**src/sv/isq_pkg.sv**
```systemverilog
// Shared types and constants for the interpolated sine and square oscillator.
package isq_pkg;

  typedef enum logic [1:0] {
    CMD_SINE   = 2'd0,
    CMD_COSINE = 2'd1,
    CMD_SQUARE = 2'd2,
    CMD_ODD    = 2'd3
  } cmd_t;

  typedef struct packed {
    logic valid;
    cmd_t cmd;
  } ctl_t;

  localparam int SAMPLE_W = 18;
  localparam int SUM_W    = 20;

  localparam logic [31:0] QUARTER_TURN = 32'h4000_0000;
  localparam longint unsigned HALF_PI_Q30 = 64'd1686629713;

  localparam logic signed [18:0] RECIP3 = 19'sd87381;
  localparam logic signed [18:0] RECIP5 = 19'sd52429;
  localparam int RECIP_SHIFT = 18;

  localparam logic signed [SUM_W-1:0] SUM_MAX = 20'sd131071;
  localparam logic signed [SUM_W-1:0] SUM_MIN = -20'sd131072;

endpackage

```
**src/sv/isq_phase.sv**
```systemverilog
// Input stage: cosine offset and wrapped third and fifth phase multiples.
module isq_phase import isq_pkg::*; (
  input  logic        clk,
  input  logic        rst,
  input  logic        accept,
  input  logic [1:0]  cmd,
  input  logic [31:0] phase_turns,
  output ctl_t        ctl,
  output logic [31:0] p1,
  output logic [31:0] p3,
  output logic [31:0] p5
);

  always_ff @(posedge clk) begin
    if (rst) begin
      ctl.valid <= 1'b0;
    end else begin
      ctl.valid <= accept;
    end
    ctl.cmd <= cmd_t'(cmd);
    if (cmd_t'(cmd) == CMD_COSINE) begin
      p1 <= phase_turns + QUARTER_TURN;
    end else begin
      p1 <= phase_turns;
    end
    // multiples wrap modulo one turn
    p3 <= phase_turns + {phase_turns[30:0], 1'b0};
    p5 <= phase_turns + {phase_turns[29:0], 2'b00};
  end

endmodule

```
**config.mk**
```make
export PLATFORM = sky130hd
export DESIGN_NAME = isq_phase
export DESIGN_NICKNAME = d
export VERILOG_FILES = /design/src/sv/isq_pkg.sv /design/src/sv/isq_phase.sv
export SDC_FILE = /design/constraint.sdc
export NUM_CORES = 1
export LEC_CHECK = 0
export BUFFER_PORTS_ARGS = -buffer_cell sky130_fd_sc_hd__buf_2
export CAP_MARGIN = 25
export CELL_PAD_IN_SITES_DETAIL_PLACEMENT = 0
export CELL_PAD_IN_SITES_GLOBAL_PLACEMENT = 1
export CORE_ASPECT_RATIO = 1.2
export CORE_MARGIN = 4
export CORE_UTILIZATION = 40
export DETAILED_ROUTE_END_ITERATION = 10
export PLACE_DENSITY = 0.88
export SYNTH_ARGS = -nofsm -noshare
export SYNTH_HDL_FRONTEND = slang
export SYNTH_SLANG_ARGS = --single-unit
```
**constraint.sdc**
```tcl
create_clock -name clk -period 3.64 [get_ports clk]
set_input_delay 0.546 -clock clk [delete_from_list [all_inputs] [get_ports clk]]
set_output_delay 0.546 -clock clk [all_outputs]
set_load 0.02 [all_outputs]
```
After elaboration in Yosys (flattened, before gate mapping)
Index checks and enable logic that the tools add are counted.

cells by class
  eq/ne operators = 1
  mux-type cells = 1
  $add $sub $neg = 3

operator list
  kind                                             count
  adder 32 bit                                     2
  adder 32 x 31 -> 32 bit (second input constant)  1
  2-to-1 mux 32 bit                                1
  == test 2 x 1 -> 1 bit (second input constant)   1

storage, ports and cells
  word-level logic and storage cells = 10
  flip-flop bits (word level) = 99
  output and inout bits = 99
  bits of input ports = 37

Depth between registers and ports, before layout
Gate-level depths: netlist (run 1).

  word-level depth = 2
  gate-level depth with buffers = 10
  depth with buffers taken out = 10

Worst setup path before layout (run 1)
Ideal clock, no wire load.

  kind = input-to-reg
  from = input port phase_turns[0]
  to = register p3[29]
  buffers on the path = 0
  data arrival time = 2.612 ns
  required time = 3.498 ns
  setup slack = 0.885 ns
  stages = 9
  setup time = 0.142 ns
  cells stage by stage = ha_1 fa_1 a21o_1 a221oi_1 o311ai_2 a21oi_2 o31ai_4 a21oi_1 o311ai_0

between the ends
  word-level cells in the longest chain between the ends = 1

RTL lines
  element               line             text
  start, declared       isq_phase.sv:7   input logic [31:0] phase_turns,
  adder 32 bit          isq_phase.sv:27  p3 <= phase_turns + {phase_turns[30:0], 1'b0};
  end signal, assigned  isq_phase.sv:27
  end, declared         isq_phase.sv:10  output logic [31:0] p3,

Every way passes these cells.
A chain may end at the register's enable or synchronous reset.

Worst setup path in the final report (run 1)
  from = input port phase_turns[1]
  to = register p3[29]

Same word-level chain as after synthesis.

==> results of run 1 <==
## stage by stage
stage / worst slack, ns / area, um^2 / utilization
after floorplan: 0.885 / 5190 / -
after CTS: 0.751 / 6330 / 0.499
after global routing: 0.613 / 6330 / 0.499
final: 0.741 / 6330 / 0.499
after detailed placement: 0.381 / 6000 / 0.473
after global placement: 0.531 / 6000 / 0.473
## worst max-delay path by stage
stage	start	to	slack, ns	cells past startpoint
final	phase_turns[1]	p3[29]$_DFF_P_	0.74	10
after global routing	phase_turns[1]	p3[29]$_DFF_P_	0.61	10
after CTS	phase_turns[1]	p3[29]$_DFF_P_	0.75	10
after detailed placement	phase_turns[1]	p3[29]$_DFF_P_	0.38	10
after global placement	phase_turns[1]	p3[29]$_DFF_P_	0.53	10
after floorplan	phase_turns[0]	p3[29]$_DFF_P_	0.89	9
## cell families (layout without fill, tap and decap cells)
kind of cell / Yosys count / in the layout / synth area share
flops: 96 / 96 / 0.370
compound gates: 182 / 182 / 0.229
buf+inv: 34 / 169 / 0.0270
simple gates: 134 / 134 / 0.129
fa+ha+maj: 61 / 61 / 0.150
xor+xnor: 56 / 56 / 0.0945
## worst max-delay path: stages
cell and delay (ns):
buf_2 0.15, ha_1 0.23, fa_1 0.41, a21o_1 0.21, a221oi_1 0.51, o311ai_2 0.19
a21oi_2 0.33, o31ai_4 0.12, a21oi_1 0.25, o311ai_0 0.17
## power breakdown
part	switching [mW]	internal, mW	leakage, nW
clock network	0.400	0.622	0.159
registers	0.0404	1.22	0.810
logic	0.674	0.389	2.02
total	1.11	2.24	2.99
## state kept, by name (all words and copies together), names as in the netlist
| register | flops |
|---|---|
| ctl | 3 |
| p1 | 30 |
| p3 | 31 |
| p5 | 32 |
## Yosys cell counts, types with 2 or more instances
cell type  count
a41oi_1        3
o21ai_0       28
nand3b_1       2
a2111oi_0      2
a21boi_0       3
a31oi_1        7
nor3_1         9
inv_1         18
xor2_1        25
xnor2_1       31
and2_1         2
nand4_1        8
dfxtp_1       96
nor2b_1        8
nor2_1        22
or2_2          3
nand2b_1       7
o31ai_1        4
fa_1           2
buf_4          3
nand3_1       18
ha_1          59
a21oi_1       65
clkbuf_1      10
nand2_1       39
a221oi_1       3
and3_1         5
a311oi_1       2
o21a_1         3
a211o_1        2
o22ai_1        2
buf_1          2
nor3b_1        3
o21bai_1       7
a21o_1        27
a21oi_2        2
a211oi_1       7
or3_1          2
## layer usage
layer	GRT usage	up-vias	wire, um
li1	-	2312	-
met1	0.212	2117	5560
met2	0.328	161	6830
met3	0.0576	24	995
met4	0.0661	2	287
met5	0	-	8
## layout make-up
type	count	area, um^2
clock buffer	10	239
tap	164	205
fill	1219	6340
multi-input combinational	433	3130
sequential	96	1920
inverter	18	67.6
clock inverter	6	90.1
timing repair buffer	135	676
==> results.tsv, run 1 <==
metric	value	unit
synthesized area	5190	um^2
Hold WS	0.320	ns
Die H	133	um
asr flop ratio synth	0	
P_leak	2.99	nW
Post-CTS Setup Bufs	0	
final setup vio count	0	
Inserted Diodes	0	
Syn Area/Cell	9.22	um^2
CTS hold repair buffers	0	
worst path required time	3.85	ns
clock root cell	clkbuf_16	
number of buffers created by CTS	9	
hold depth	1	
drt drc	0	
PortBufs	135	
Area contributors post-synth	dfxtp_1 37%, ha_1 14%, a21oi_1 6.3%, xnor2_1 5.2%, xor2_1 4.2%	
sequential fraction of the synthesis area	0.370	
EDFF count, synth	0	
Worst Hold Launch	cmd[1]	
Final Hold Vio Count	0	
RSZ-0062 raised after global routing	false	
share of layout cells above drive strength 1	0.231	
post-DR wirelength/cell	15.9	um
via/cell ratio	5.35	
Total Power	3.35	mW
row count	45	
net count after synthesis	661	
die width	112	um
GRT overflow	0	
critical path class	in2reg	
Post-synth top flop	dfxtp_1	
drt total wl	13700	um
fmax	345	MHz
post-CTS sizing	0	
Pre-antenna DRT Iters	4	
DRT antenna net count	0	
worst-margin pin slew	0.570	ns
number of synthesized register bits	96	
number of max-cap violations	0	
Hold Crit Class	in2reg	
relative slew slack	0.610	
htree depth	3	
library cells used by synthesis	60	
clock sinks	96	
routability cong.	0.896	
PD cells	529	nW/um^2
all-layer global routing usage	0.186	
Synth top area share	0.370	
kind of end point of the critical path	flop	
Core ar.	12700	um^2
commonest non-fill, non-tap cell in the layout	buf_2	
Max FO, Critical Path	6	
period utilization	0.796	
largest area contributor in the synthesized netlist	dfxtp_1	
Reg clk slew, reported paths	0.07	ns
Starting Density	0.410	
Worst setup SP type	input pin	
largest net degree at the start of global routing	17	
Post-Layout Cell Count	862	
Max rail drop VDD	339	uV
status	completed	
first-pass GRT wire length	22600	um
clk buf depth	2	
Final Slew Violations	0	
most frequent cells in the layout	135 x buf_2, 96 x dfxtp_1, 65 x a21oi_1	
die footprint	14900	um^2
TritonCTS clock tree	done	
Cells after DPL	846	
Via Count	4616	
DR iter-0 viols	180	
Arr. time, crit path	3.11	ns
vias in the first global route	4762	
hpwl dp	11100	um
num ports	136	
crit path time final	2.90	ns
Fin Setup TNS	0	ns
Final nets	791	
Hold Path Sink	ctl[1]$_DFF_P_	
initial antenna violation count	1	
Post-Syn Instances	563	
Yosys Warn Count	0	
synthesis-to-finish area growth	21.9	%
Note: power is estimated with default switching activity, not from simulation.
==> run 2, diff against run 1 <==
==> constraint.sdc (replaced) <==
create_clock -name clk -period 2.9 [get_ports clk]
set_input_delay 0.435 -clock clk [delete_from_list [all_inputs] [get_ports clk]]
set_output_delay 0.435 -clock clk [all_outputs]
set_load 0.02 [all_outputs]
==> results.tsv, run 2 (synthesized netlist as in run 1, its figures left out) <==
metric	value	unit	change
Final Hold Vio Count	0		unchanged
RSZ-0062 raised after global routing	false		
Setup WS pre-CTS	0.0439	ns	-0.337 ns
Fillers	1189		-2.5%
drt drc	0		unchanged
Hold WS	0.209	ns	-0.111 ns
max FFs per register	32		unchanged
number of buffers created by CTS	9		unchanged
Util after Layout	0.502		+0.00276
hpwl dp	11100	um	about the same
PortBufs	135		unchanged
Combinational Power Share	0.333		+0.016
crit path time final	2.49	ns	
Final Cell Area	6360	um^2	+0.55%
Seq pwr share	0.392		+0.015
Worst setup SP type	input pin		
Switch Pwr	1.41	mW	+27%
PD cells	638	nW/um^2	+21%
clock root cell	clkbuf_16		
Die H	133	um	unchanged
Switching Share	0.348		+0.0156
synthesis-to-finish area growth	22.6	%	
DRT antenna net count	0		unchanged
row count	45		unchanged
GRT overflow	0		unchanged
all-layer global routing usage	0.187		+0.000742
Inserted Diodes	0		unchanged
drt total wl	13800	um	+0.59%
Via Count	4649		+0.71%
worst path required time	3.12	ns	-0.73 ns
post-DR wirelength/cell	15.8	um	-0.68%
die width	112	um	unchanged
Max FO, Critical Path	5		-1
Final nets	802		+1.4%
routability cong.	0.910		+1.6%
placed cell areas	6080	um^2	+1.4%
relative slew slack	0.697		+0.0875
cell-internal power	2.65	mW	+18%
Cells after DPL	857		+1.3%
Post-CTS Setup Bufs	0		unchanged
P_leak	3.02	nW	+0.94%
biggest regs	p5: 32 flops, p3: 31 flops, p1: 30 flops		
Largest Register	p5		
vias in the first global route	4820		+1.2%
fmax	401	MHz	
period utilization	0.860		
status	completed		
post-CTS sizing	0		unchanged
PnR worst setup slack	0.406	ns	-0.335 ns
CP Launch Point	phase_turns[0]		
Starting Density	0.410		unchanged
Clk pwr share	0.276		-0.029
Post-Layout Cell Count	873		+1.3%
Core ar.	12700	um^2	unchanged
initial antenna violation count	1		unchanged
Worst Hold Launch	cmd[1]		
DR iter-0 viols	197		+9.4%
most frequent cells in the layout	135 x buf_2, 96 x dfxtp_1, 65 x a21oi_1		
TritonCTS clock tree	done		
via/cell ratio	5.33		-0.55%
Hold Crit Class	in2reg		
num ports	136		unchanged
die footprint	14900	um^2	unchanged
final setup vio count	0		unchanged
first-pass GRT wire length	22800	um	+0.76%
critical path class	in2reg		
clk buf depth	2		unchanged
Max rail drop VDD	314	uV	-7.2%
Pre-antenna DRT Iters	4		unchanged
largest net degree at the start of global routing	17		unchanged
commonest non-fill, non-tap cell in the layout	buf_2		
htree depth	3		unchanged
kind of end point of the critical path	flop		
Arr. time, crit path	2.71	ns	-0.40 ns
clock sinks	96		unchanged
Reg clk slew, reported paths	0.07	ns	about the same
worst-margin pin slew	0.449	ns	-0.121 ns
Total Power	4.06	mW	+21%
Final Slew Violations	0		unchanged
Fin Setup TNS	0	ns	unchanged
number of max-cap violations	0		unchanged
CTS hold repair buffers	0		unchanged
share of layout cells above drive strength 1	0.243		+0.0119
==> run 2: changes by cell type in the layout (fill, tap and decap cells not counted), sizes merged <==
cell	change
clkinv	+1
clkinvlp	+1
buf	+11
bufinv	-2
==> run 2: path summary, 6_finish.rpt <==
check,end,slack (ns),cells after the start
worst min-delay path,ctl[1]$_DFF_P_,0.21,1
worst max-delay path,p3[29]$_DFF_P_,0.41,10
==> run 2: area by class of cell <==
type,count,area (um^2),share of cell area
multi-input combinational,433,3130,0.492
sequential,96,1920,0.302
timing repair buffer,146,758,0.119
clock buffer,10,239,0.0376
tap,164,205,0.0323
inverter,18,67.6,0.0106
clock inverter,6,42.5,0.00669
==> run 2: power by group through the flow <==
stage	registers, mW	clock network [mW]	logic (mW)
CTS	1.59	1.16	1.36
floorplan	1.90	0	0.621
finish	1.59	1.12	1.35
global route	1.61	1.22	1.48
detailed placement	1.62	0	1.36
global placement	1.62	0	1.35
==> run 2: worst max-delay path, cell delays in order <==
cell      delay (ns)
buf_2           0.12
ha_1            0.23
fa_1            0.41
a21o_1          0.21
a221oi_1        0.37
o311ai_2        0.17
a21oi_2         0.26
o31ai_4         0.11
a21oi_1         0.25
o311ai_0        0.15
==> run 2: metal layers <==
layer / GRT usage / wire length [um]
met2: 0.337 / 6930
met1: 0.210 / 5590
met4: 0.0595 / 267
met5: 0 / 13
met3: 0.0572 / 954
==> run 3, diff against run 2 <==
--- a/config.mk
+++ b/config.mk
@@ -9,7 +9,6 @@
 export CAP_MARGIN = 25
 export CELL_PAD_IN_SITES_DETAIL_PLACEMENT = 0
 export CELL_PAD_IN_SITES_GLOBAL_PLACEMENT = 1
-export CORE_ASPECT_RATIO = 1.2
 export CORE_MARGIN = 4
 export CORE_UTILIZATION = 40
 export DETAILED_ROUTE_END_ITERATION = 10
==> results.tsv, run 3 (synthesized netlist as in run 1, its figures left out) <==
metric	value	unit	change
Util after Layout	0.504		+0.00158
Post-CTS Setup Bufs	0		unchanged
clock sinks	96		unchanged
worst path required time	3.12	ns	about the same
Final nets	804		+0.25%
DRT antenna net count	0		unchanged
Core ar.	12700	um^2	about the same
clk buf depth	2		unchanged
post-CTS sizing	0		unchanged
critical path class	in2reg		
Starting Density	0.410		about the same
Pre-antenna DRT Iters	4		unchanged
status	completed		
CP max-delay cell	fa_1		
Post-Layout Cell Count	883		+1.1%
initial antenna violation count	0		-1
htree depth	3		unchanged
PD cells	636	nW/um^2	-0.46%
Setup WS pre-CTS	-0.0473	ns	-0.0912 ns
P_leak	3.03	nW	+0.37%
first-pass GRT wire length	21900	um	-3.8%
GRT overflow	0		unchanged
Max rail drop VDD	252	uV	-20%
relative slew slack	0.697		about the same
PnR worst setup slack	0.276	ns	-0.130 ns
Largest Register	p5		
die footprint	14900	um^2	about the same
fmax	381	MHz	-5.0%
Fin Setup TNS	0	ns	unchanged
drt drc	0		unchanged
TritonCTS clock tree	done		
routability cong.	0.875		-3.9%
share of layout cells above drive strength 1	0.245		+0.00213
number of buffers created by CTS	9		unchanged
hold depth	1		unchanged
all-layer global routing usage	0.186		-0.00156
drt total wl	13700	um	-0.51%
period utilization	0.905		+0.0450
num ports	136		unchanged
Final Hold Vio Count	0		unchanged
placed cell areas	6110	um^2	+0.41%
Bufs and invs on worst path	2		+1
number of max-cap violations	0		unchanged
delay-heaviest family, CP	compound AO/OA/AOI/OAI gates		
synthesis-to-finish area growth	23.0	%	
CTS hold repair buffers	0		unchanged
RSZ-0062 raised after global routing	false		
slowest stage delay, CP	0.42	ns	about the same
vias in the first global route	4471		-7.2%
kind of end point of the critical path	flop		
Via Count	4655		+0.13%
Reg clk slew, reported paths	0.06	ns	about the same
clock root cell	clkbuf_16		
Total Power	4.06	mW	-0.12%
Final Slew Violations	0		unchanged
row count	41		-8.9%
via/cell ratio	5.27		-1.0%
biggest regs	p5: 32 flops, p3: 31 flops, p1: 30 flops		
largest net degree at the start of global routing	18		+1
Hold WS	0.211	ns	+0.00224 ns
DR iter-0 viols	245		+24%
Cell Chain, Critical Path	buf_2 > ha_1 > fa_1 > a21o_1 > a221oi_1 > buf_4 > o311ai_2 > a21oi_2 > o31ai_4 > a21oi_1 > o311ai_0		
Final Cell Area	6380	um^2	+0.33%
Worst setup SP type	input pin		
critical path depth in cells	11		+1
Cells after DPL	867		+1.2%
Inserted Diodes	0		unchanged
post-DR wirelength/cell	15.5	um	-1.6%
worst-margin pin slew	0.454	ns	+0.00459 ns
PortBufs	135		unchanged
Max FO, Critical Path	5		unchanged
die width	122	um	+8.9%
crit path time final	2.62	ns	+0.130 ns
commonest non-fill, non-tap cell in the layout	buf_2		
most frequent cells in the layout	135 x buf_2, 96 x dfxtp_1, 65 x a21oi_1		
hpwl dp	11000	um	-0.52%
Die H	122	um	-8.2%
Hold Crit Class	in2reg		
Arr. time, crit path	2.84	ns	+0.13 ns
final setup vio count	0		unchanged
max FFs per register	32		unchanged
-- run 3: layout make-up --
cell class,count,area (um^2)
Fill cell,1222,6290
Clock buffer,9,225
Multi-Input combinational cell,433,3130
Sequential cell,96,1920
Clock inverter,7,52.6
Tap cell,172,215
Inverter,18,67.6
Timing Repair Buffer,148,773
-- run 3: worst paths after layout --
path | endpoint | from | slack, ns
max | p3[29]$_DFF_P_ | phase_turns[1] | 0.28
min | ctl[0]$_DFF_P_ | cmd[0] | 0.21
-- run 3: per-layer routing --
metal / vias to the layer above / part of all wire / global-route usage
li1: 2346 / - / -
met1: 2178 / 0.48 / 0.246
met2: 108 / 0.46 / 0.293
met3: 23 / 0.045 / 0.0501
met4: 0 / 0.019 / 0.0623
met5: - / 0 / 0
-- run 3: power breakdown --
| group | total (mW) | leakage [nW] | internal, mW | switching [mW] |
|---|---|---|---|---|
| Combinational | 1.36 | 2.08 | 0.509 | 0.855 |
| Clock | 1.11 | 0.137 | 0.588 | 0.520 |
| Sequential | 1.59 | 0.810 | 1.54 | 0.0508 |
| Total | 4.06 | 3.03 | 2.63 | 1.43 |
