[src/sv/isq_pkg.sv]
// Shared types and constants for the interpolated sine and square oscillator.
package isq_pkg;

  typedef enum logic [1:0] {
    CMD_SINE   = 2'd0,
    CMD_COSINE = 2'd1,
    CMD_SQUARE = 2'd2,
    CMD_ODD    = 2'd3
  } cmd_t;

  typedef struct packed {
    logic valid;
    cmd_t cmd;
  } ctl_t;

  localparam int SAMPLE_W = 18;
  localparam int SUM_W    = 20;

  localparam logic [31:0] QUARTER_TURN = 32'h4000_0000;
  localparam longint unsigned HALF_PI_Q30 = 64'd1686629713;

  localparam logic signed [18:0] RECIP3 = 19'sd87381;
  localparam logic signed [18:0] RECIP5 = 19'sd52429;
  localparam int RECIP_SHIFT = 18;

  localparam logic signed [SUM_W-1:0] SUM_MAX = 20'sd131071;
  localparam logic signed [SUM_W-1:0] SUM_MIN = -20'sd131072;

endpackage

[src/sv/isq_mix.sv]
// Harmonic scaling by constant reciprocals, waveform select and saturation.
module isq_mix import isq_pkg::*; (
  input  logic                       clk,
  input  logic                       rst,
  input  ctl_t                       ctl_in,
  input  logic signed [SAMPLE_W-1:0] s1,
  input  logic signed [SAMPLE_W-1:0] s3,
  input  logic signed [SAMPLE_W-1:0] s5,
  output logic signed [SAMPLE_W-1:0] sample,
  output logic                       done
);

  localparam int MUL_W = SAMPLE_W + 19;
  localparam logic signed [MUL_W-1:0] HALF_LSB = MUL_W'(1) << (RECIP_SHIFT - 1);

  ctl_t                       ctl_a;
  logic signed [SAMPLE_W-1:0] s1_a;
  logic signed [MUL_W-1:0]    m3;
  logic signed [MUL_W-1:0]    m5;
  logic signed [MUL_W-1:0]    m3_rnd;
  logic signed [MUL_W-1:0]    m5_rnd;
  logic signed [SUM_W-1:0]    h3;
  logic signed [SUM_W-1:0]    h5;
  logic signed [SUM_W-1:0]    fund;
  logic signed [SUM_W-1:0]    total;
  logic signed [SAMPLE_W-1:0] sample_next;

  // stage 1: reciprocal multiplies
  always_ff @(posedge clk) begin
    if (rst) begin
      ctl_a.valid <= 1'b0;
      done        <= 1'b0;
    end else begin
      ctl_a.valid <= ctl_in.valid;
      done        <= ctl_a.valid;
    end
    ctl_a.cmd <= ctl_in.cmd;
    s1_a      <= s1;
    m3        <= MUL_W'(s3 * RECIP3);
    m5        <= MUL_W'(s5 * RECIP5);
  end

  assign m3_rnd = (m3 + HALF_LSB) >>> RECIP_SHIFT;
  assign m5_rnd = (m5 + HALF_LSB) >>> RECIP_SHIFT;
  assign h3     = m3_rnd[SUM_W-1:0];
  assign h5     = m5_rnd[SUM_W-1:0];
  assign fund   = SUM_W'(s1_a);

  always_comb begin
    case (ctl_a.cmd)
      CMD_SINE, CMD_COSINE: total = fund;
      CMD_SQUARE:           total = fund + h3 + h5;
      CMD_ODD:              total = h3 + h5;
      default:              total = fund;
    endcase
    if (total > SUM_MAX) begin
      sample_next = SUM_MAX[SAMPLE_W-1:0];
    end else if (total < SUM_MIN) begin
      sample_next = SUM_MIN[SAMPLE_W-1:0];
    end else begin
      sample_next = total[SAMPLE_W-1:0];
    end
  end

  // stage 2: output register
  always_ff @(posedge clk) begin
    sample <= sample_next;
  end

endmodule

[config.mk]
export PLATFORM = sky130hd
export DESIGN_NAME = isq_mix
export DESIGN_NICKNAME = d
export VERILOG_FILES = /design/src/sv/isq_pkg.sv /design/src/sv/isq_mix.sv
export SDC_FILE = /design/constraint.sdc
export NUM_CORES = 1
export LEC_CHECK = 0
export ABC_AREA = 1
export BUFFER_PORTS_ARGS = -buffer_cell sky130_fd_sc_hd__buf_4
export CAP_MARGIN = 20
export CORE_MARGIN = 10
export CORE_UTILIZATION = 61
export DETAILED_ROUTE_END_ITERATION = 6
export GPL_ROUTABILITY_DRIVEN = 1
export HOLD_SLACK_MARGIN = 0.12
export PLACE_DENSITY = 0.78
export SYNTH_ARGS = -nofsm -noshare
export SYNTH_HDL_FRONTEND = slang
export SYNTH_SLANG_ARGS = --single-unit
export TNS_END_PERCENT = 20
[constraint.sdc]
create_clock -name clk -period 5.7 [get_ports clk]
set_input_delay 0.57 -clock clk [delete_from_list [all_inputs] [get_ports clk]]
set_output_delay 0.57 -clock clk [all_outputs]
set_load 0.02 [all_outputs]
# After elaboration in Yosys (flattened, before gate mapping)
# Index checks and enable logic that the tools add are counted.
# word_totals
ff_bits,111
latchBits,0
ramBits,0
mem_bits_ro,0
input_bits,59
out_inout_bits,19
wordCells,23
memories,0
# op_classes
n_addsub,5
n_mul,2
div_mod_pow,0
order_cmp,2
eq_ne,3
n_shift,0
muxes,2
n_bitwise,0
n_reduce_logical,2
# op_table
op,n
$pmux 20 s3,1
$add 36x19->37 const B,1
$add 35x19->36 const B,1
$mul 18x18->36 const B,1
$mul 18x17->35 const B,1
$add 18x19->20,1
$add 19x18->20,1
$add 20x18->20,1
$gt 20x18->1 const B,1
$lt 20x18->1 const B,1
$mux 18,1
$eq 2x2->1 const B,2
$eq 2x1->1 const B,1
$logic_not 2->1,1
$reduce_or 2->1,1

# Depth between registers and ports, before layout
# Gate-level depths: netlist of the first run.
# logic_depth
word_depth,6
mapped_depth,29
ltp_nobuf,28

# Least setup slack after synthesis of the first run
# No wires, ideal clock.
# synth_path
path_type,in2reg
startpoint,in s5[1]
endpoint,"reg, netlist name m5[34]"
setup_ns,0.072
arrival_time_ns,4.871
required_time_ns,5.628
setup_slack_ns,0.757
stages,19
n_path_buf,0
path_cell_list,ha_1 > inv_1 > fa_1 > inv_1 > fa_1 > inv_1 > fa_1 > inv_1 > fa_1 > fa_1 > ha_1 > nand2_1 > o21ai_0 > a21oi_1 > inv_1 > a21oi_1 > nand2_1 > a21oi_1 > xor2_1
# synth_via
elab_chain_len,1
# synth_rtl
item,line,rtl
from (decl),isq_mix.sv:8,"input logic signed [SAMPLE_W-1:0] s5,"
$mul 18x17->35,isq_mix.sv:40,m5 <= MUL_W'(s5 * RECIP5);
# No other way between the ends.
# A chain may end at the register's enable or synchronous reset.

# Worst setup path after layout of the first run
# layout_path
startpoint,in s3[8]
endpoint,reg m3[25]
# layout_via
elab_chain_len,1
# layout_rtl
item,line,rtl
from (decl),isq_mix.sv:7,"input logic signed [SAMPLE_W-1:0] s3,"
$mul 18x18->36,isq_mix.sv:39,m3 <= MUL_W'(s3 * RECIP3);
to (signal assigned),isq_mix.sv:39,
to (decl),isq_mix.sv:18,logic signed [MUL_W-1:0] m3;
# No other way between the ends.

==> results of run 1 <==
[sequential cells by signal, summed over array words and instances, names as in the netlist]
signal,cells
m5,18
ctl_a,3
m3,19
s1_a,18
sample,18
done,1
[cell families (layout without fill, tap and decap cells)]
group | count (synthesis) | in the layout
buf+inv | 692 | 780
mux | 1 | 1
fa+ha+maj | 541 | 541
compound gates | 263 | 263
xor+xnor | 82 | 82
simple gates | 694 | 694
flops | 77 | 77
[worst max-delay path by stage]
stage | from | end | slack (ns)
floorplan | s5[1] | m5[34] | 0.76
global placement | s3[8] | m3[25] | 0.09
detailed placement | s3[8] | m3[25] | 0.05
CTS | s3[8] | m3[25] | 0.43
global route | s3[8] | m3[25] | 0.20
finish | s3[8] | m3[25] | 0.33
[area by class of cell]
cell class	instances	area, µm²	share of cell area, %
Multi-Input combinational cell	1581	13800	71.5
Inverter	682	2560	13.2
Sequential cell	77	1540	7.97
Timing Repair Buffer	82	616	3.18
Tap cell	384	480	2.48
Clock buffer	10	239	1.24
Clock inverter	6	68.8	0.356
[critical path: stages]
cell and delay, ns:
buf_4 0.14, ha_1 0.37, inv_1 0.08, fa_1 0.50, inv_1 0.05, fa_1 0.51, fa_1 0.44, fa_1 0.51
fa_1 0.49, ha_1 0.33, nand2_1 0.11, nor2_1 0.16, nand2_1 0.06, o21ai_0 0.63, a21oi_1 0.31, o21ai_0 0.24
nand2_1 0.07, nand2_1 0.08
[cells in the mapped netlist, types with 3 or more instances]
master	instances	share of area, %
nand3b_1	5	0.21
nor3_1	18	0.50
a21oi_1	120	3.3
a21oi_2	3	0.15
nor2_1	145	3.0
fa_1	248	28
nor4_1	5	0.17
xnor2_1	20	0.97
a21o_1	14	0.58
or2_2	5	0.17
inv_1	676	14
o21ai_0	81	2.3
dfxtp_1	77	8.6
a221oi_1	3	0.15
ha_1	291	20
o221ai_1	3	0.15
inv_2	5	0.10
o211ai_1	4	0.17
nor2_2	5	0.17
nand3_1	65	1.8
and3_1	3	0.10
a31oi_1	11	0.38
nand2_2	11	0.38
nand2_1	387	8.1
clkbuf_1	5	0.10
o21bai_1	11	0.46
xor2_1	62	3.0
o22ai_1	5	0.17
nand3_2	5	0.28
buf_2	3	0.083
nand4_1	25	0.87
[stage by stage]
stage	utilization (%)	instances
after detailed placement	65.8	2806
final	66.9	2822
after global placement	65.8	2806
after CTS	66.9	2822
after global routing	66.9	2822
after floorplan	-	2350
[per-layer routing]
layer	vias to the layer above	routed length, µm
met5	-	0
met4	0	1620
met3	99	2030
met2	388	23500
met1	7090	19800
li1	7318	-
==> impl_metrics.json, run 1 <==
{
  "hold_depth": 1,
  "placed_cell_area_um2": 19000,
  "ioPinCount": 78,
  "postCtsHoldBufs": 0,
  "portBuffers": 77,
  "cp_max_fo": 5,
  "yosysWarnings": 0,
  "final_common_cell": "inv_1",
  "die_y_um": 192,
  "die_w_um": 192,
  "numCtsBuffers": 9,
  "viasPerCell": 5.28,
  "gp_congestion": 0.992,
  "cts_setup_buffers": 0,
  "r2r_slack_ns": 0.98,
  "synth_edf_count": 0,
  "cts_tree": "yes",
  "skew_ns": 0.00772,
  "grt_start_max_net_pins": 30,
  "layout-drive-gt1-share_pct": 5.99,
  "synth_cells": 2350,
  "seq_area_frac_synth_pct": 8.56,
  "globalRouteMet1Util_pct": 32.5,
  "ys_ff_latch": 77,
  "setup_viol": 0,
  "gr-total-overflow": 0,
  "initialDrtViolationCount": 877,
  "status": "finished, final reports clean",
  "tightest_slew_ns": 0.782,
  "fp.dieArea_um2": 36800,
  "dpl.hpwl_mm": 42.3,
  "finalCriticalPeriod_ns": 5.37,
  "synth.distinct_cells": 52,
  "drv_cap": 0,
  "vias": 14895,
  "rsz0062_at_grt": "no",
  "critPathCaptureType": "flip-flop",
  "cts_resized": 0,
  "antenna_left": 0,
  "start_util_pct": 62.2,
  "clock_latency_ns": 0.35,
  "synth_adder_area_share_pct": 47.9,
  "final.fill_count": 2507,
  "synthFlopType": "dfxtp_1",
  "cts.sinks": 77,
  "dp_slack_ns": 0.0477,
  "grt_pass1_vias": 15827,
  "dr.pass1.iters": 5,
  "hold_path_end": "s1_a[15]",
  "muxShareOfSynthArea_pct": 0.0556,
  "slew_headroom_pct": 47.3,
  "fin_area_um2": 19300,
  "use_met3_pct": 2.41,
  "async_flop_share_pct": 0,
  "drc": 0,
  "cts_root_buf": "clkbuf_16",
  "drt-total-wl_mm": 46.9,
  "fin_crit_sh_pct": 94.2,
  "grt-busiest-layer": "met2",
  "synth_xor_area_share_pct": 3.99,
  "synth_top_family_by_area": "adder cells",
  "clk_path_buf_depth": 2,
  "n_antenna_cell": 0,
  "num_rows": 62,
  "areaGrowthSynthToFinish_pct": 7.47,
  "hold_slack_ns": 0.320,
  "rr_worst_depth": 25,
  "critical_path_required_ns": 5.99,
  "met2_usage_pct": 47.6,
  "grt_antenna_before_repair": 0,
  "fin_setup_tns_ns": 0,
  "synth_simple_gate_area_share_pct": 16.8,
  "finalHoldViolCount": 0,
  "routedWlPerCell_um": 16.6,
  "avgSynthCellArea_um2": 7.66,
  "hp-class": "in2reg",
  "critPathKind": "in2reg",
  "slew_viol_final": 0,
  "fin_nets": 3031,
  "core_um2": 28900,
  "grt_pass1_wl_mm": 77.9,
  "crit_path_start_kind": "input pin",
  "clkTransAtPathRegs_ns": 0.06,
  "mostFrequentLayoutCells": "676 x inv_1, 387 x nand2_1, 291 x ha_1",
  "synthesis.nets": 2948,
  "hold_start": "s1[15]",
  "fmax_ghz": 0.186,
  "arrival_ns": 5.66,
  "grt_use_total_pct": 26.5,
  "synth_compound_area_share_pct": 8.13,
  "netlist_area_um2": 18000,
  "worst_slack_ns": 0.331,
  "worstReg2RegStart": "m3[17]",
  "r2r_end": "sample[0]",
  "htreeDepth": 3
}
Power of run 1 is not shown: default switching activity piles up to over one toggle a cycle in this logic, so the estimate is an artifact.
==> inputs of run 2 (changes only) <==
--- a/config.mk
+++ b/config.mk
@@ -8,12 +8,14 @@
 export ABC_AREA = 1
 export BUFFER_PORTS_ARGS = -buffer_cell sky130_fd_sc_hd__buf_4
 export CAP_MARGIN = 20
+export CELL_PAD_IN_SITES_DETAIL_PLACEMENT = 0
+export CELL_PAD_IN_SITES_GLOBAL_PLACEMENT = 1
 export CORE_MARGIN = 10
-export CORE_UTILIZATION = 61
+export CORE_UTILIZATION = 30
 export DETAILED_ROUTE_END_ITERATION = 6
 export GPL_ROUTABILITY_DRIVEN = 1
 export HOLD_SLACK_MARGIN = 0.12
-export PLACE_DENSITY = 0.78
+export PLACE_DENSITY = 0.55
 export SYNTH_ARGS = -nofsm -noshare
 export SYNTH_HDL_FRONTEND = slang
 export SYNTH_SLANG_ARGS = --single-unit
==> run 2 against run 1 <==
- fmax up 4.1%
- highest routed layer unchanged
- sequential share of layout area down 0.19 points
- clock skew up 0.0010 ns
- flip-flop and latch count unchanged
==> impl_metrics.json, run 2 (same netlist as run 1, synthesis figures left out) <==
{
  "htreeDepth": 3,
  "clk_path_buf_depth": 2,
  "die_y_um": 265,
  "cts.sinks": 77,
  "routedWlPerCell_um": 16.0,
  "num_rows": 89,
  "clock_latency_ns": 0.35,
  "drt-total-wl_mm": 51.5,
  "start_util_pct": 30.4,
  "slew_headroom_pct": 52.0,
  "initialDrtViolationCount": 625,
  "grt_pass1_wl_mm": 83.5,
  "path_cells": "buf_4, ha_1, inv_1, fa_1, inv_1, fa_1, inv_1, fa_1, inv_1, fa_1, fa_1, ha_1, nand2_1, nor2_1, inv_1, nor2_1, nand2_1, o21ai_0, xor2_1",
  "placedCellCount": 3194,
  "fin_crit_sh_pct": 90.5,
  "placed_cell_area_um2": 19500,
  "cp_max_fo": 5,
  "dpl.hpwl_mm": 47.0,
  "numCtsBuffers": 9,
  "finalHoldViolCount": 0,
  "drv_cap": 0,
  "mostFrequentLayoutCells": "676 x inv_1, 387 x nand2_1, 291 x ha_1",
  "top_register": "m3",
  "grt_use_total_pct": 14.9,
  "clkTransAtPathRegs_ns": 0.07,
  "arrival_ns": 5.36,
  "cts_root_buf": "clkbuf_16",
  "fin_setup_tns_ns": 0,
  "finalCriticalPeriod_ns": 5.16,
  "skew_ns": 0.00875,
  "ioPinCount": 78,
  "postLayoutCoreUtil_pct": 33.4,
  "postCtsHoldBufs": 0,
  "gr-total-overflow": 0,
  "slew_viol_final": 0,
  "dr.pass1.iters": 5,
  "hp-class": "in2reg",
  "portBuffers": 77,
  "dr_wl_met3_mm": 1.09,
  "cp_top_family": "adder cells",
  "top_layer": "met4",
  "grt_pass1_vias": 15487,
  "met2WireLength_mm": 24.1,
  "drc": 0,
  "cts_tree": "yes",
  "final_common_cell": "inv_1",
  "wl_met1_mm": 25.5,
  "n_antenna_cell": 0,
  "viasPerCell": 4.46,
  "critPathCaptureType": "flip-flop",
  "antenna_left": 0,
  "fin_nets": 3030,
  "grt_antenna_before_repair": 0,
  "crit_path_start_kind": "input pin",
  "layout.cells.non_filler": 3210,
  "status": "finished, final reports clean",
  "largest_register_ffs": 19,
  "core_um2": 59200,
  "setup_viol": 0,
  "critPathKind": "in2reg",
  "cts_setup_buffers": 0,
  "crit_path_top_delay_cell": "fa_1",
  "fin_area_um2": 19800,
  "vias": 14316,
  "tightest_slew_ns": 0.719,
  "fmax_ghz": 0.194,
  "grt_start_max_net_pins": 29,
  "crit_path_max_incr_delay_ns": 0.53,
  "layout-drive-gt1-share_pct": 5.95,
  "critical_path_required_ns": 5.90,
  "fp.dieArea_um2": 70200,
  "die_w_um": 265,
  "areaGrowthSynthToFinish_pct": 10.0,
  "gp_congestion": 0.895,
  "rsz0062_at_grt": "no",
  "crit_buf_inv": 6,
  "cts_resized": 0
}
-- run 2: cell types whose count changed in the layout (fill, tap and decap cells not counted), sizes merged --
| cell | change |
|---|---|
| clkinv | -1 |
| inv | +1 |
| bufinv | -1 |
| buf | -1 |
| clkinvlp | +1 |
-- run 2: final timing paths --
| check | endpoint | slack, ns | depth (start not counted) | from |
|---|---|---|---|---|
| max | m5[25] | 0.54 | 19 | s5[2] |
| min | s1_a[3] | 0.32 | 1 | s1[3] |
| max reg2reg | sample[3] | 0.90 | 20 | m5[17] |
| min reg2reg | done | 0.41 | 2 | ctl_a[2] |
-- run 2: layout make-up --
cell class	instances	area [µm²]
fillers	6448	39400
repair buffers	81	608
clock buffers	10	239
multi-input cells	1581	13800
clock inverters	6	52.6
inverters	682	2560
well taps	773	967
flip-flops and latches	77	1540
-- run 2: per-stage QoR --
| step | worst slack [ns] | hold slack [ns] |
|---|---|---|
| floorplan | 0.757 | 0.388 |
| global placement | 0.140 | 0.393 |
| detailed placement | 0.223 | 0.396 |
| CTS | 0.578 | 0.307 |
| global route | 0.270 | 0.306 |
| finish | 0.543 | 0.319 |
-- run 2: routing by layer --
layer / vias up / GRT usage (%)
li1: 7321 / -
met1: 6787 / 20.3
met2: 172 / 25.6
met3: 36 / 1.07
met4: 0 / 2.78
met5: - / 0
-- run 2: worst register-to-register path: cells and delay by family (launching register included) --
| family | cells | cell delay [ns] |
|---|---|---|
| and+or+nand+nor | 12 | 2.24 |
| xor gates and xnor gates | 1 | 0.39 |
| adders and majority gates | 3 | 1.05 |
| buffers and inverters | 2 | 0.15 |
| DFF | 1 | 0.35 |
| AOI/OAI and AO/OA | 2 | 0.47 |
Power of run 2 is left out for the same reason.
==> inputs of run 3 (changes only) <==
--- a/config.mk
+++ b/config.mk
@@ -8,14 +8,12 @@
 export ABC_AREA = 1
 export BUFFER_PORTS_ARGS = -buffer_cell sky130_fd_sc_hd__buf_4
 export CAP_MARGIN = 20
-export CELL_PAD_IN_SITES_DETAIL_PLACEMENT = 0
-export CELL_PAD_IN_SITES_GLOBAL_PLACEMENT = 1
 export CORE_MARGIN = 10
 export CORE_UTILIZATION = 30
 export DETAILED_ROUTE_END_ITERATION = 6
 export GPL_ROUTABILITY_DRIVEN = 1
 export HOLD_SLACK_MARGIN = 0.12
-export PLACE_DENSITY = 0.55
+export PLACE_DENSITY = 0.44
 export SYNTH_ARGS = -nofsm -noshare
 export SYNTH_HDL_FRONTEND = slang
 export SYNTH_SLANG_ARGS = --single-unit
==> run 3 against run 2 <==
- fmax up 0.16%
- utilization about the same
- die area unchanged
- flip-flop and latch count unchanged
- critical path type unchanged
- critical endpoint unchanged
- largest cell class unchanged
==> impl_metrics.json, run 3 (same netlist as run 1, synthesis figures left out) <==
{
  "final_common_cell": "inv_1",
  "arrival_ns": 5.37,
  "layout.cells.non_filler": 3211,
  "grt_pass1_vias": 15329,
  "cts_root_buf": "clkbuf_16",
  "grt_start_max_net_pins": 29,
  "ioPinCount": 78,
  "r2r_end": "sample[1]",
  "gp_congestion": 0.911,
  "postCtsHoldBufs": 0,
  "num_rows": 89,
  "worstSetupStartpoint": "s5[1]",
  "fin_setup_tns_ns": 0,
  "fmax_ghz": 0.194,
  "largest_register_ffs": 19,
  "cts_tree": "yes",
  "htreeDepth": 3,
  "hold_depth": 1,
  "seqCellArea_um2": 1540,
  "slew_viol_final": 0,
  "placedCellCount": 3195,
  "setup_viol": 0,
  "skew_ns": 0.0109,
  "crit_path_start_kind": "input pin",
  "fp.dieArea_um2": 70200,
  "critPathCaptureType": "flip-flop",
  "cts.sinks": 77,
  "dr.pass1.iters": 5,
  "fin_crit_sh_pct": 90.3,
  "tightest_slew_ns": 0.700,
  "die_w_um": 265,
  "hp-class": "in2reg",
  "clock_latency_ns": 0.35,
  "viasPerCell": 4.45,
  "cts_setup_buffers": 0,
  "grt_antenna_before_repair": 0,
  "gr-total-overflow": 0,
  "die_y_um": 265,
  "slew_headroom_pct": 53.3,
  "rr_worst_depth": 26,
  "drv_cap": 0,
  "core_um2": 59200,
  "fin_nets": 3031,
  "r2r_slack_ns": 1.09,
  "hold_start": "s1[3]",
  "grt_pass1_wl_mm": 82.4,
  "start_util_pct": 30.4,
  "critPathKind": "in2reg",
  "finalCriticalPeriod_ns": 5.15,
  "antenna_left": 0,
  "top_register": "m3",
  "grt_use_total_pct": 14.6,
  "dpl.hpwl_mm": 46.0,
  "rsz0062_at_grt": "no",
  "clkTransAtPathRegs_ns": 0.07,
  "vias": 14302,
  "n_antenna_cell": 0,
  "finalHoldViolCount": 0,
  "multi_input_area_um2": 13800,
  "critical_path_required_ns": 5.92,
  "cp_max_fo": 4,
  "initialDrtViolationCount": 651,
  "final.fill_count": 6387,
  "routedWlPerCell_um": 15.7,
  "layout-drive-gt1-share_pct": 5.99,
  "hold_path_end": "s1_a[3]",
  "portBuffers": 77,
  "mostFrequentLayoutCells": "676 x inv_1, 387 x nand2_1, 291 x ha_1",
  "worstReg2RegStart": "m3[17]",
  "numCtsBuffers": 9,
  "drt-total-wl_mm": 50.3,
  "cts_resized": 0,
  "clk_path_buf_depth": 2,
  "areaGrowthSynthToFinish_pct": 10.1,
  "drc": 0,
  "status": "finished, final reports clean"
}
## run 3: stage by stage
step,hold slack [ns],util [%],setup slack [ns],cell area (µm²)
floorplan,0.388,-,0.757,18000
global placement,0.392,33.0,0.215,19500
detailed placement,0.399,33.0,0.212,19500
CTS,0.302,33.5,0.575,19800
global route,0.306,33.5,0.243,19800
finish,0.317,33.5,0.551,19800
## run 3: worst max path at each step
stage,endpoint,slack [ns]
floorplan,m5[34],0.76
global placement,m5[25],0.22
detailed placement,m5[25],0.21
CTS,m5[25],0.57
global route,m5[25],0.24
finish,m5[25],0.55
## run 3: cell type report
type                    instances  share of cell area [%]
inverters                     682                    12.9
clock buffers                   9                    1.14
multi-input cells            1581                    69.8
flip-flops and latches         77                    7.78
clock inverters                 7                   0.341
well taps                     773                    4.88
repair buffers                 82                    3.11
## run 3: layer usage
| metal | routed length, µm | global-route usage (%) | vias up |
|---|---|---|---|
| met5 | 0 | 0 | - |
| met4 | 861 | 2.83 | 0 |
| met3 | 1750 | 1.57 | 43 |
| met2 | 23500 | 24.8 | 211 |
| met1 | 24200 | 19.6 | 6728 |
| li1 | - | - | 7320 |
## run 3: worst max-delay path, stage by stage
cell     delay (ns)
buf_4          0.12
ha_1           0.35
inv_1          0.12
fa_1           0.52
inv_1          0.05
fa_1           0.50
inv_1          0.06
fa_1           0.53
inv_1          0.05
fa_1           0.51
fa_1           0.49
ha_1           0.35
a21o_1         0.19
a31oi_1        0.20
o21ai_0        0.15
a21oi_1        0.18
o21ai_0        0.20
xor2_1         0.20
Power of run 3 is left out for the same reason.
